`config.mk`:
```
export PLATFORM = sky130hd
export DESIGN_NAME = shape_pair_collision_test_core
export DESIGN_NICKNAME = d
export VERILOG_FILES = /design/src/rtl/spct_pkg.sv /design/src/rtl/spct_setup.sv /design/src/rtl/spct_dist.sv /design/src/rtl/spct_judge.sv /design/src/rtl/shape_pair_collision_test_core.sv
export VERILOG_INCLUDE_DIRS = /design/src /design/src/rtl
export SDC_FILE = /design/constraint.sdc
export NUM_CORES = 2
export LEC_CHECK = 0
export ABC_AREA = 0
export BUFFER_PORTS_ARGS = -buffer_cell sky130_fd_sc_hd__buf_4
export CAP_MARGIN = 20
export CORE_MARGIN = 4
export CORE_UTILIZATION = 41
export CTS_BUF_LIST = sky130_fd_sc_hd__clkbuf_16
export CTS_CLUSTER_SIZE = 12
export DETAILED_ROUTE_END_ITERATION = 8
export GPL_TIMING_DRIVEN = 0
export PLACE_DENSITY_LB_ADDON = 0.25
export SYNTH_ARGS = -nofsm -noshare
export SYNTH_HDL_FRONTEND = slang
export SYNTH_SLANG_ARGS = --single-unit
```
`constraint.sdc`:
```
create_clock -name clk_i -period 10.02 [get_ports clk_i]
set_input_delay 0.501 -clock clk_i [delete_from_list [all_inputs] [get_ports clk_i]]
set_output_delay 0.501 -clock clk_i [all_outputs]
set_load 0.01 [all_outputs]
```
`src/rtl/shape_pair_collision_test_core_defines.svh`:
```
// Assertion macros shared by the shape pair collision test RTL.
// Expects clk_i and rst_ni in the scope of the including module.
`ifndef SHAPE_PAIR_COLLISION_TEST_CORE_DEFINES_SVH
`define SHAPE_PAIR_COLLISION_TEST_CORE_DEFINES_SVH

// Property that must hold at every clock edge outside reset.
`define SPCT_ASSERT(label, prop, msg) \
  label: assert property (@(posedge clk_i) disable iff (!rst_ni) prop) else $error(msg);

// A cause followed by its effect after the delay given by dly.
`define SPCT_ASSERT_LATER(label, cause, dly, effect, msg) \
  label: assert property (@(posedge clk_i) disable iff (!rst_ni) \
    (cause) |-> ##dly (effect)) else $error(msg);

`endif

```
`src/rtl/spct_pkg.sv`:
```
// Shared types and widths for the shape pair collision test pipeline.
// No dependencies; imported by every stage module and the top level.
package spct_pkg;

  // Coordinate field width (signed Q12.4 positions, unsigned Q12.4 extents)
  localparam int COORD_BITS = 16;
  localparam int TAG_W      = 16;
  // Doubled coordinates and box bounds, signed
  localparam int DBL_W      = COORD_BITS + 2;
  // Per-axis distance and doubled radius, unsigned
  localparam int MAG_W      = COORD_BITS + 2;
  localparam int SQ_W       = 2 * MAG_W;
  localparam int SUM_W      = SQ_W + 1;
  // Sum of two extents
  localparam int EXT_W      = COORD_BITS + 1;
  // Pipeline depth from start to result strobe
  localparam int LATENCY    = 4;

  typedef enum logic [1:0] {
    KIND_CC = 2'd0,  // circle - circle
    KIND_CR = 2'd1,  // circle A - box B
    KIND_RC = 2'd2,  // box A - circle B
    KIND_RR = 2'd3   // box - box
  } kind_e;

  // After operand setup: point and interval per axis
  typedef struct packed {
    kind_e                   kind;
    logic signed [DBL_W-1:0] cx;
    logic signed [DBL_W-1:0] cy;
    logic signed [DBL_W-1:0] lox;
    logic signed [DBL_W-1:0] hix;
    logic signed [DBL_W-1:0] loy;
    logic signed [DBL_W-1:0] hiy;
    logic [MAG_W-1:0]        rad;
    logic [EXT_W-1:0]        sumx;
    logic [EXT_W-1:0]        sumy;
    logic [TAG_W-1:0]        tag;
  } setup_t;

  // After distance: per-axis distance from point to interval
  typedef struct packed {
    kind_e             kind;
    logic [MAG_W-1:0]  dx;
    logic [MAG_W-1:0]  dy;
    logic [MAG_W-1:0]  rad;
    logic [EXT_W-1:0]  sumx;
    logic [EXT_W-1:0]  sumy;
    logic [TAG_W-1:0]  tag;
  } dist_t;

endpackage

```
`src/rtl/spct_setup.sv`:
```
// Stage 1: doubles coordinates and picks the point, interval and radius per kind.
// Depends on spct_pkg.
module spct_setup (
  input  logic                                clk_i,
  input  logic                                rst_ni,
  input  logic                                valid_i,
  input  logic [1:0]                          kind_i,
  input  logic signed [spct_pkg::COORD_BITS-1:0] pos_x_a_i,
  input  logic signed [spct_pkg::COORD_BITS-1:0] pos_y_a_i,
  input  logic [spct_pkg::COORD_BITS-1:0]     extent_x_a_i,
  input  logic [spct_pkg::COORD_BITS-1:0]     extent_y_a_i,
  input  logic signed [spct_pkg::COORD_BITS-1:0] pos_x_b_i,
  input  logic signed [spct_pkg::COORD_BITS-1:0] pos_y_b_i,
  input  logic [spct_pkg::COORD_BITS-1:0]     extent_x_b_i,
  input  logic [spct_pkg::COORD_BITS-1:0]     extent_y_b_i,
  input  logic [spct_pkg::TAG_W-1:0]          pair_tag_i,
  output logic                                valid_o,
  output spct_pkg::setup_t                    data_o
);
  import spct_pkg::*;

  logic signed [DBL_W-1:0] xa2, ya2, xb2, yb2;
  logic signed [DBL_W-1:0] eax, eay, ebx, eby;
  logic [EXT_W-1:0]        sum_ex, sum_ey;
  kind_e                   kind;
  setup_t                  data_d, data_q;
  logic                    valid_q;

  // Doubled positions make half extents exact
  assign xa2 = {pos_x_a_i[COORD_BITS-1], pos_x_a_i, 1'b0};
  assign ya2 = {pos_y_a_i[COORD_BITS-1], pos_y_a_i, 1'b0};
  assign xb2 = {pos_x_b_i[COORD_BITS-1], pos_x_b_i, 1'b0};
  assign yb2 = {pos_y_b_i[COORD_BITS-1], pos_y_b_i, 1'b0};
  assign eax = {2'b00, extent_x_a_i};
  assign eay = {2'b00, extent_y_a_i};
  assign ebx = {2'b00, extent_x_b_i};
  assign eby = {2'b00, extent_y_b_i};
  assign sum_ex = {1'b0, extent_x_a_i} + {1'b0, extent_x_b_i};
  assign sum_ey = {1'b0, extent_y_a_i} + {1'b0, extent_y_b_i};
  assign kind   = kind_e'(kind_i);

  // Operand select: center tests use a degenerate interval at the other center
  always_comb begin
    data_d      = '0;
    data_d.kind = kind;
    data_d.sumx = sum_ex;
    data_d.sumy = sum_ey;
    data_d.tag  = pair_tag_i;
    data_d.cx   = xa2;
    data_d.cy   = ya2;
    data_d.lox  = xb2;
    data_d.hix  = xb2;
    data_d.loy  = yb2;
    data_d.hiy  = yb2;
    data_d.rad  = {sum_ex, 1'b0};
    unique case (kind)
      KIND_CR: begin
        data_d.lox = xb2 - ebx;
        data_d.hix = xb2 + ebx;
        data_d.loy = yb2 - eby;
        data_d.hiy = yb2 + eby;
        data_d.rad = {1'b0, extent_x_a_i, 1'b0};
      end
      KIND_RC: begin
        data_d.cx  = xb2;
        data_d.cy  = yb2;
        data_d.lox = xa2 - eax;
        data_d.hix = xa2 + eax;
        data_d.loy = ya2 - eay;
        data_d.hiy = ya2 + eay;
        data_d.rad = {1'b0, extent_x_b_i, 1'b0};
      end
      default: begin
      end
    endcase
  end

  // Valid bit
  always_ff @(posedge clk_i or negedge rst_ni) begin
    if (!rst_ni) begin
      valid_q <= 1'b0;
    end else begin
      valid_q <= valid_i;
    end
  end

  // Payload
  always_ff @(posedge clk_i) begin
    if (valid_i) begin
      data_q <= data_d;
    end
  end

  assign valid_o = valid_q;
  assign data_o  = data_q;

endmodule

```
`src/rtl/spct_dist.sv`:
```
// Stage 2: per-axis distance from the point to its interval (clamp and subtract).
// Depends on spct_pkg.
module spct_dist (
  input  logic             clk_i,
  input  logic             rst_ni,
  input  logic             valid_i,
  input  spct_pkg::setup_t data_i,
  output logic             valid_o,
  output spct_pkg::dist_t  data_o
);
  import spct_pkg::*;

  dist_t data_d, data_q;
  logic  valid_q;

  // Zero inside the interval, else the gap to the nearer bound
  function automatic logic [MAG_W-1:0] gap(input logic signed [DBL_W-1:0] c,
                                           input logic signed [DBL_W-1:0] lo,
                                           input logic signed [DBL_W-1:0] hi);
    logic signed [DBL_W:0] above;
    logic signed [DBL_W:0] below;
    above = {c[DBL_W-1], c} - {hi[DBL_W-1], hi};
    below = {lo[DBL_W-1], lo} - {c[DBL_W-1], c};
    if (c > hi) begin
      gap = above[MAG_W-1:0];
    end else if (c < lo) begin
      gap = below[MAG_W-1:0];
    end else begin
      gap = '0;
    end
  endfunction

  always_comb begin
    data_d.kind = data_i.kind;
    data_d.dx   = gap(data_i.cx, data_i.lox, data_i.hix);
    data_d.dy   = gap(data_i.cy, data_i.loy, data_i.hiy);
    data_d.rad  = data_i.rad;
    data_d.sumx = data_i.sumx;
    data_d.sumy = data_i.sumy;
    data_d.tag  = data_i.tag;
  end

  always_ff @(posedge clk_i or negedge rst_ni) begin
    if (!rst_ni) begin
      valid_q <= 1'b0;
    end else begin
      valid_q <= valid_i;
    end
  end

  always_ff @(posedge clk_i) begin
    if (valid_i) begin
      data_q <= data_d;
    end
  end

  assign valid_o = valid_q;
  assign data_o  = data_q;

endmodule

```
`src/rtl/spct_judge.sv`:
```
// Stages 3 and 4: squares and box overlap, then squared-distance compare.
// Depends on spct_pkg.
module spct_judge (
  input  logic                       clk_i,
  input  logic                       rst_ni,
  input  logic                       valid_i,
  input  spct_pkg::dist_t            data_i,
  output logic                       valid_o,
  output logic                       hit_o,
  output logic [spct_pkg::TAG_W-1:0] tag_o
);
  import spct_pkg::*;

  logic [SQ_W-1:0]  sqx_d, sqy_d, sqr_d;
  logic [SQ_W-1:0]  sqx_q, sqy_q, sqr_q;
  logic             rr_d, rr_q;
  kind_e            kind_q;
  logic [TAG_W-1:0] tag3_q, tag4_q;
  logic             valid3_q, valid4_q;
  logic [SUM_W-1:0] dist_sq;
  logic [SUM_W-1:0] rad_sq;
  logic             hit_d, hit_q;

  // Stage 3: squares and box-box per-axis overlap
  assign sqx_d = data_i.dx * data_i.dx;
  assign sqy_d = data_i.dy * data_i.dy;
  assign sqr_d = data_i.rad * data_i.rad;
  assign rr_d  = (data_i.dx <= {1'b0, data_i.sumx}) && (data_i.dy <= {1'b0, data_i.sumy});

  // Stage 4: distance squared against radius squared
  assign dist_sq = {1'b0, sqx_q} + {1'b0, sqy_q};
  assign rad_sq  = {1'b0, sqr_q};

  always_comb begin
    case (kind_q)
      KIND_CC: hit_d = dist_sq <= rad_sq;
      KIND_RR: hit_d = rr_q;
      default: hit_d = dist_sq < rad_sq;
    endcase
  end

  always_ff @(posedge clk_i or negedge rst_ni) begin
    if (!rst_ni) begin
      valid3_q <= 1'b0;
      valid4_q <= 1'b0;
    end else begin
      valid3_q <= valid_i;
      valid4_q <= valid3_q;
    end
  end

  always_ff @(posedge clk_i) begin
    if (valid_i) begin
      sqx_q  <= sqx_d;
      sqy_q  <= sqy_d;
      sqr_q  <= sqr_d;
      rr_q   <= rr_d;
      kind_q <= data_i.kind;
      tag3_q <= data_i.tag;
    end
    if (valid3_q) begin
      hit_q  <= hit_d;
      tag4_q <= tag3_q;
    end
  end

  assign valid_o = valid4_q;
  assign hit_o   = hit_q;
  assign tag_o   = tag4_q;

endmodule

```
`src/rtl/shape_pair_collision_test_core.sv`:
```
// Shape pair collision test: one circle/box pair per transaction, four-stage pipeline.
// Depends on spct_pkg, spct_setup, spct_dist, spct_judge and the defines header.
//
// A transaction is taken on every clock edge with start_i high; busy_o is always
// low, so a new pair may be issued every cycle. Each result appears for one cycle,
// with done_o high, once it has passed setup, per-axis clamp distance, squaring,
// and the final compare, which each take one register stage. The receiver cannot
// stall the pipeline and must take hit_o and tag_out_o while done_o is high. No
// state is kept between transactions; reset only clears the valid bits.
`include "shape_pair_collision_test_core_defines.svh"

module shape_pair_collision_test_core (
  input  logic                                   clk_i,
  input  logic                                   rst_ni,
  input  logic                                   start_i,
  output logic                                   busy_o,
  input  logic [1:0]                             kind_i,
  input  logic signed [spct_pkg::COORD_BITS-1:0] pos_x_a_i,
  input  logic signed [spct_pkg::COORD_BITS-1:0] pos_y_a_i,
  input  logic [spct_pkg::COORD_BITS-1:0]        extent_x_a_i,
  input  logic [spct_pkg::COORD_BITS-1:0]        extent_y_a_i,
  input  logic signed [spct_pkg::COORD_BITS-1:0] pos_x_b_i,
  input  logic signed [spct_pkg::COORD_BITS-1:0] pos_y_b_i,
  input  logic [spct_pkg::COORD_BITS-1:0]        extent_x_b_i,
  input  logic [spct_pkg::COORD_BITS-1:0]        extent_y_b_i,
  input  logic [spct_pkg::TAG_W-1:0]             pair_tag_i,
  output logic                                   done_o,
  output logic                                   hit_o,
  output logic [spct_pkg::TAG_W-1:0]             tag_out_o
);
  import spct_pkg::*;

  logic   accept;
  logic   s1_valid, s2_valid;
  setup_t s1_data;
  dist_t  s2_data;
  logic   same_center;
  logic   cc_same, rr_same;

  // Pipeline never stalls
  assign busy_o = 1'b0;
  assign accept = start_i && !busy_o;

  spct_setup u_setup (
    .clk_i        (clk_i),
    .rst_ni       (rst_ni),
    .valid_i      (accept),
    .kind_i       (kind_i),
    .pos_x_a_i    (pos_x_a_i),
    .pos_y_a_i    (pos_y_a_i),
    .extent_x_a_i (extent_x_a_i),
    .extent_y_a_i (extent_y_a_i),
    .pos_x_b_i    (pos_x_b_i),
    .pos_y_b_i    (pos_y_b_i),
    .extent_x_b_i (extent_x_b_i),
    .extent_y_b_i (extent_y_b_i),
    .pair_tag_i   (pair_tag_i),
    .valid_o      (s1_valid),
    .data_o       (s1_data)
  );

  spct_dist u_dist (
    .clk_i   (clk_i),
    .rst_ni  (rst_ni),
    .valid_i (s1_valid),
    .data_i  (s1_data),
    .valid_o (s2_valid),
    .data_o  (s2_data)
  );

  spct_judge u_judge (
    .clk_i   (clk_i),
    .rst_ni  (rst_ni),
    .valid_i (s2_valid),
    .data_i  (s2_data),
    .valid_o (done_o),
    .hit_o   (hit_o),
    .tag_o   (tag_out_o)
  );

  // Both shapes share one center
  assign same_center = (pos_x_a_i == pos_x_b_i) && (pos_y_a_i == pos_y_b_i);
  assign cc_same     = accept && (kind_i == KIND_CC) && same_center;
  assign rr_same     = accept && (kind_i == KIND_RR) && same_center;

  // Every accepted transaction yields exactly one strobe after the pipeline depth
  `SPCT_ASSERT_LATER(a_done_follows_start, accept, LATENCY, done_o, "result strobe missing")
  `SPCT_ASSERT(a_tag_kept, done_o |-> (tag_out_o == $past(pair_tag_i, LATENCY)), "tag mismatch")
  // Coincident circles always touch
  `SPCT_ASSERT_LATER(a_cc_same_center, cc_same, LATENCY, hit_o, "coincident circles missed")
  // Coincident boxes always overlap
  `SPCT_ASSERT_LATER(a_rr_same_center, rr_same, LATENCY, hit_o, "coincident boxes missed")

endmodule
```
==> impl_metrics.tcl <==
set metrics [dict create \
    status "complete, no violations" \
    nets 7328 \
    required_ps 10360 \
    arrival_ps 7740 \
    drc_errors 0 \
    port_buffers 165 \
    whs_ps 60.4 \
    path_clk_slew_ps 60 \
    grt_max_degree 116 \
    ys_async_sr_fraction_pct 0.955 \
    tightest_slew_ps 1050 \
    crit_path_end_kind "register" \
    crit_path_start "u_dist.data_o[95]" \
    maxCapViolCount 0 \
    synth_edf_count 415 \
    cts_htree_levels 2 \
    setup_tns_ps 0 \
    die_w_um 373 \
    yosysUniqueCellTypes 94 \
    slew_viol_final 0 \
    start_kind "register" \
    grt-busiest-layer "met2" \
    vias 39400 \
    post-cts-setup-buffers 0 \
    drt_wl_total_um 141000 \
    drive_gt1_share_pct 5.75 \
    start_util_pct 41.4 \
    synth_warnings 0 \
    synth_area_mm2 0.0546 \
    finalHoldViolations 0 \
    met3_usage_pct 2.36 \
    ys_seq_area_share_pct 23.0 \
    rsz0062_at_grt "no" \
    use_met1_pct 27.1 \
    cts_buffers 48 \
    overflow 0 \
    finish.utilization_pct 45.3 \
    die_area_mm2 0.139 \
    grt_use_met2_pct 35.1 \
    core_mm2 0.132 \
    syn2layout_area_growth_pct 9.39 \
    route.detailed.wl_per_inst_um 18.4 \
    clk_latency_ps 610 \
    synth_flop_cell "edfxtp_1" \
    drtAntennaViolNets 0 \
    cts-root-buf "clkbuf_16" \
    via_per_inst 5.13 \
    dp_hpwl_um 120000 \
    dr.pass1.iters 5 \
    slew_headroom_pct 30.0 \
    fmax_ghz 0.135 \
    min_period_ps 7400 \
    fin_crit_sh_pct 73.9 \
    clk_path_buf_depth 3 \
    crit_type "reg2reg" \
    antenna_found_initial 7 \
    holdCritPathClass "in2reg" \
    yosys_register_bits 419 \
    place.gp.congestion 0.897 \
    drtIter0Drc 2288 \
    grt_first_pass_wirelength_um 226000 \
    worst_clock_skew_ps 30.8 \
    postSynthCellCount 5654 \
    postSynthNetCount 7109 \
    numClockSinks 419 \
    min-delay-start "pair_tag_i[2]" \
    first_global_vias 41600 \
    std_cell_rows 133 \
    grt.total_usage_pct 20.3 \
    avgSynthCellArea_um2 9.65 \
    tritoncts "built" \
    critPathMaxFanout 10 \
    reg2reg_from "u_dist.data_o[95]" \
    ios 168 \
    setup_violations 0 \
    die_y_um 373 \
]
## cell usage after synthesis, types with 33 or more instances
cell type	n	area, um2
nand3_1	60	300
o21ai_0	129	646
inv_1	1201	4510
nor3_1	73	365
a22o_1	33	289
and2_1	185	1160
o21a_1	36	270
a21o_1	122	916
a21oi_1	257	1290
nor2b_1	63	394
a221oi_1	56	490
edfxtp_1	415	12500
o21bai_1	46	345
nor2_1	338	1270
nand2_1	397	1490
mux2_2	36	405
xnor2_1	241	2110
ha_1	663	8300
nand2b_1	53	332
clkbuf_1	127	477
fa_1	643	12900
xor2_1	71	622
## through the flow
stage / instance area [um2] / setup slack, ps / std cells
detailed placement: 58100 / 2650 / 7577
floorplan: 54600 / 3830 / 5654
finish: 59700 / 2620 / 7671
global placement: 58000 / 2660 / 7574
CTS: 59700 / 2630 / 7667
global route: 59700 / 2300 / 7667
## layout by cell type, fill, tap and decap left out, types with 122 or more instances in the layout
| master | instances |
|---|---|
| clkbuf_1 | 127 |
| a21oi_1 | 257 |
| o21ai_0 | 129 |
| xnor2_1 | 241 |
| nor2_1 | 338 |
| nand2_1 | 397 |
| a21o_1 | 122 |
| and2_1 | 185 |
| edfxtp_1 | 415 |
| ha_1 | 663 |
| buf_4 | 167 |
| inv_1 | 1215 |
| fa_1 | 643 |
## per-layer routing
metal	wire length, um	up-vias
li1	-	19000
met1	62200	19300
met5	0	-
met3	6570	178
met2	68200	888
met4	4310	0
## state kept, by name (all words and copies together) (netlist names), 2 cells and up
register,count
u_judge.sqx_q,35
u_judge.tag3_q,16
u_judge.kind_q,2
u_judge.sqy_q,35
u_judge.tag_o,16
u_setup.data_o,171
u_judge.sqr_q,33
u_dist.data_o,105
## path summary, 6_finish.rpt
| kind | to | slack [ps] | cells after the start |
|---|---|---|---|
| setup / recovery | u_judge.sqx_q[34] | 2620 | 21 |
| max in group asynchronous | u_dist.valid_o | 9670 | 2 |
| setup reg to reg | u_judge.sqx_q[34] | 2620 | 21 |
| hold reg to reg | u_judge.tag_o[10] | 410 | 0 |
| hold / removal | u_setup.data_o[2] | 60 | 1 |
| min in group asynchronous | u_judge.valid_o | 230 | 2 |
## logic make-up (layout without fill, tap and decap cells)
group | count (synthesis) | after routing | share of synthesized area, %
buf+inv | 1349 | 1607 | 9.35
flops | 419 | 419 | 23.0
xor+xnor | 312 | 312 | 5.01
compound gates | 935 | 935 | 11.8
mux | 41 | 41 | 0.834
fa+ha+maj | 1306 | 1306 | 38.8
simple gates | 1291 | 1291 | 11.3
other cells | 1 | 5 | 0.00687
## critical path, cell delays in order, from the launching register on
cell	delay (ps)
edfxtp_1	690
clkbuf_1	590
nand2_1	250
fa_1	560
inv_1	50
fa_1	550
inv_1	60
fa_1	480
fa_1	540
inv_1	50
fa_1	490
fa_1	460
ha_1	390
a21o_1	210
a21o_1	160
a21oi_1	190
o221ai_1	230
a21oi_2	270
o31ai_1	150
a41o_1	300
o41ai_1	360
xnor2_1	120
## repair_timing
action / in CTS / in global routing
endpoints found under the hold margin: 4 / 0
hold buffers: 1 / 0
resized for setup: 0 / 0
## final cells by class
cell class	count	area, um2
multi-input combinational	3886	36900
inverter	1201	4510
sequential	419	12600
timing repair buffer	169	1340
buffer	148	593
clock buffer	48	1200
clock inverter	41	372
tap	1755	2200
fill	12800	72100
antenna	4	10.0
Power is left out: the tool's default activity adds up to more than one toggle a clock period on the data nets, which glitch-free logic cannot reach.
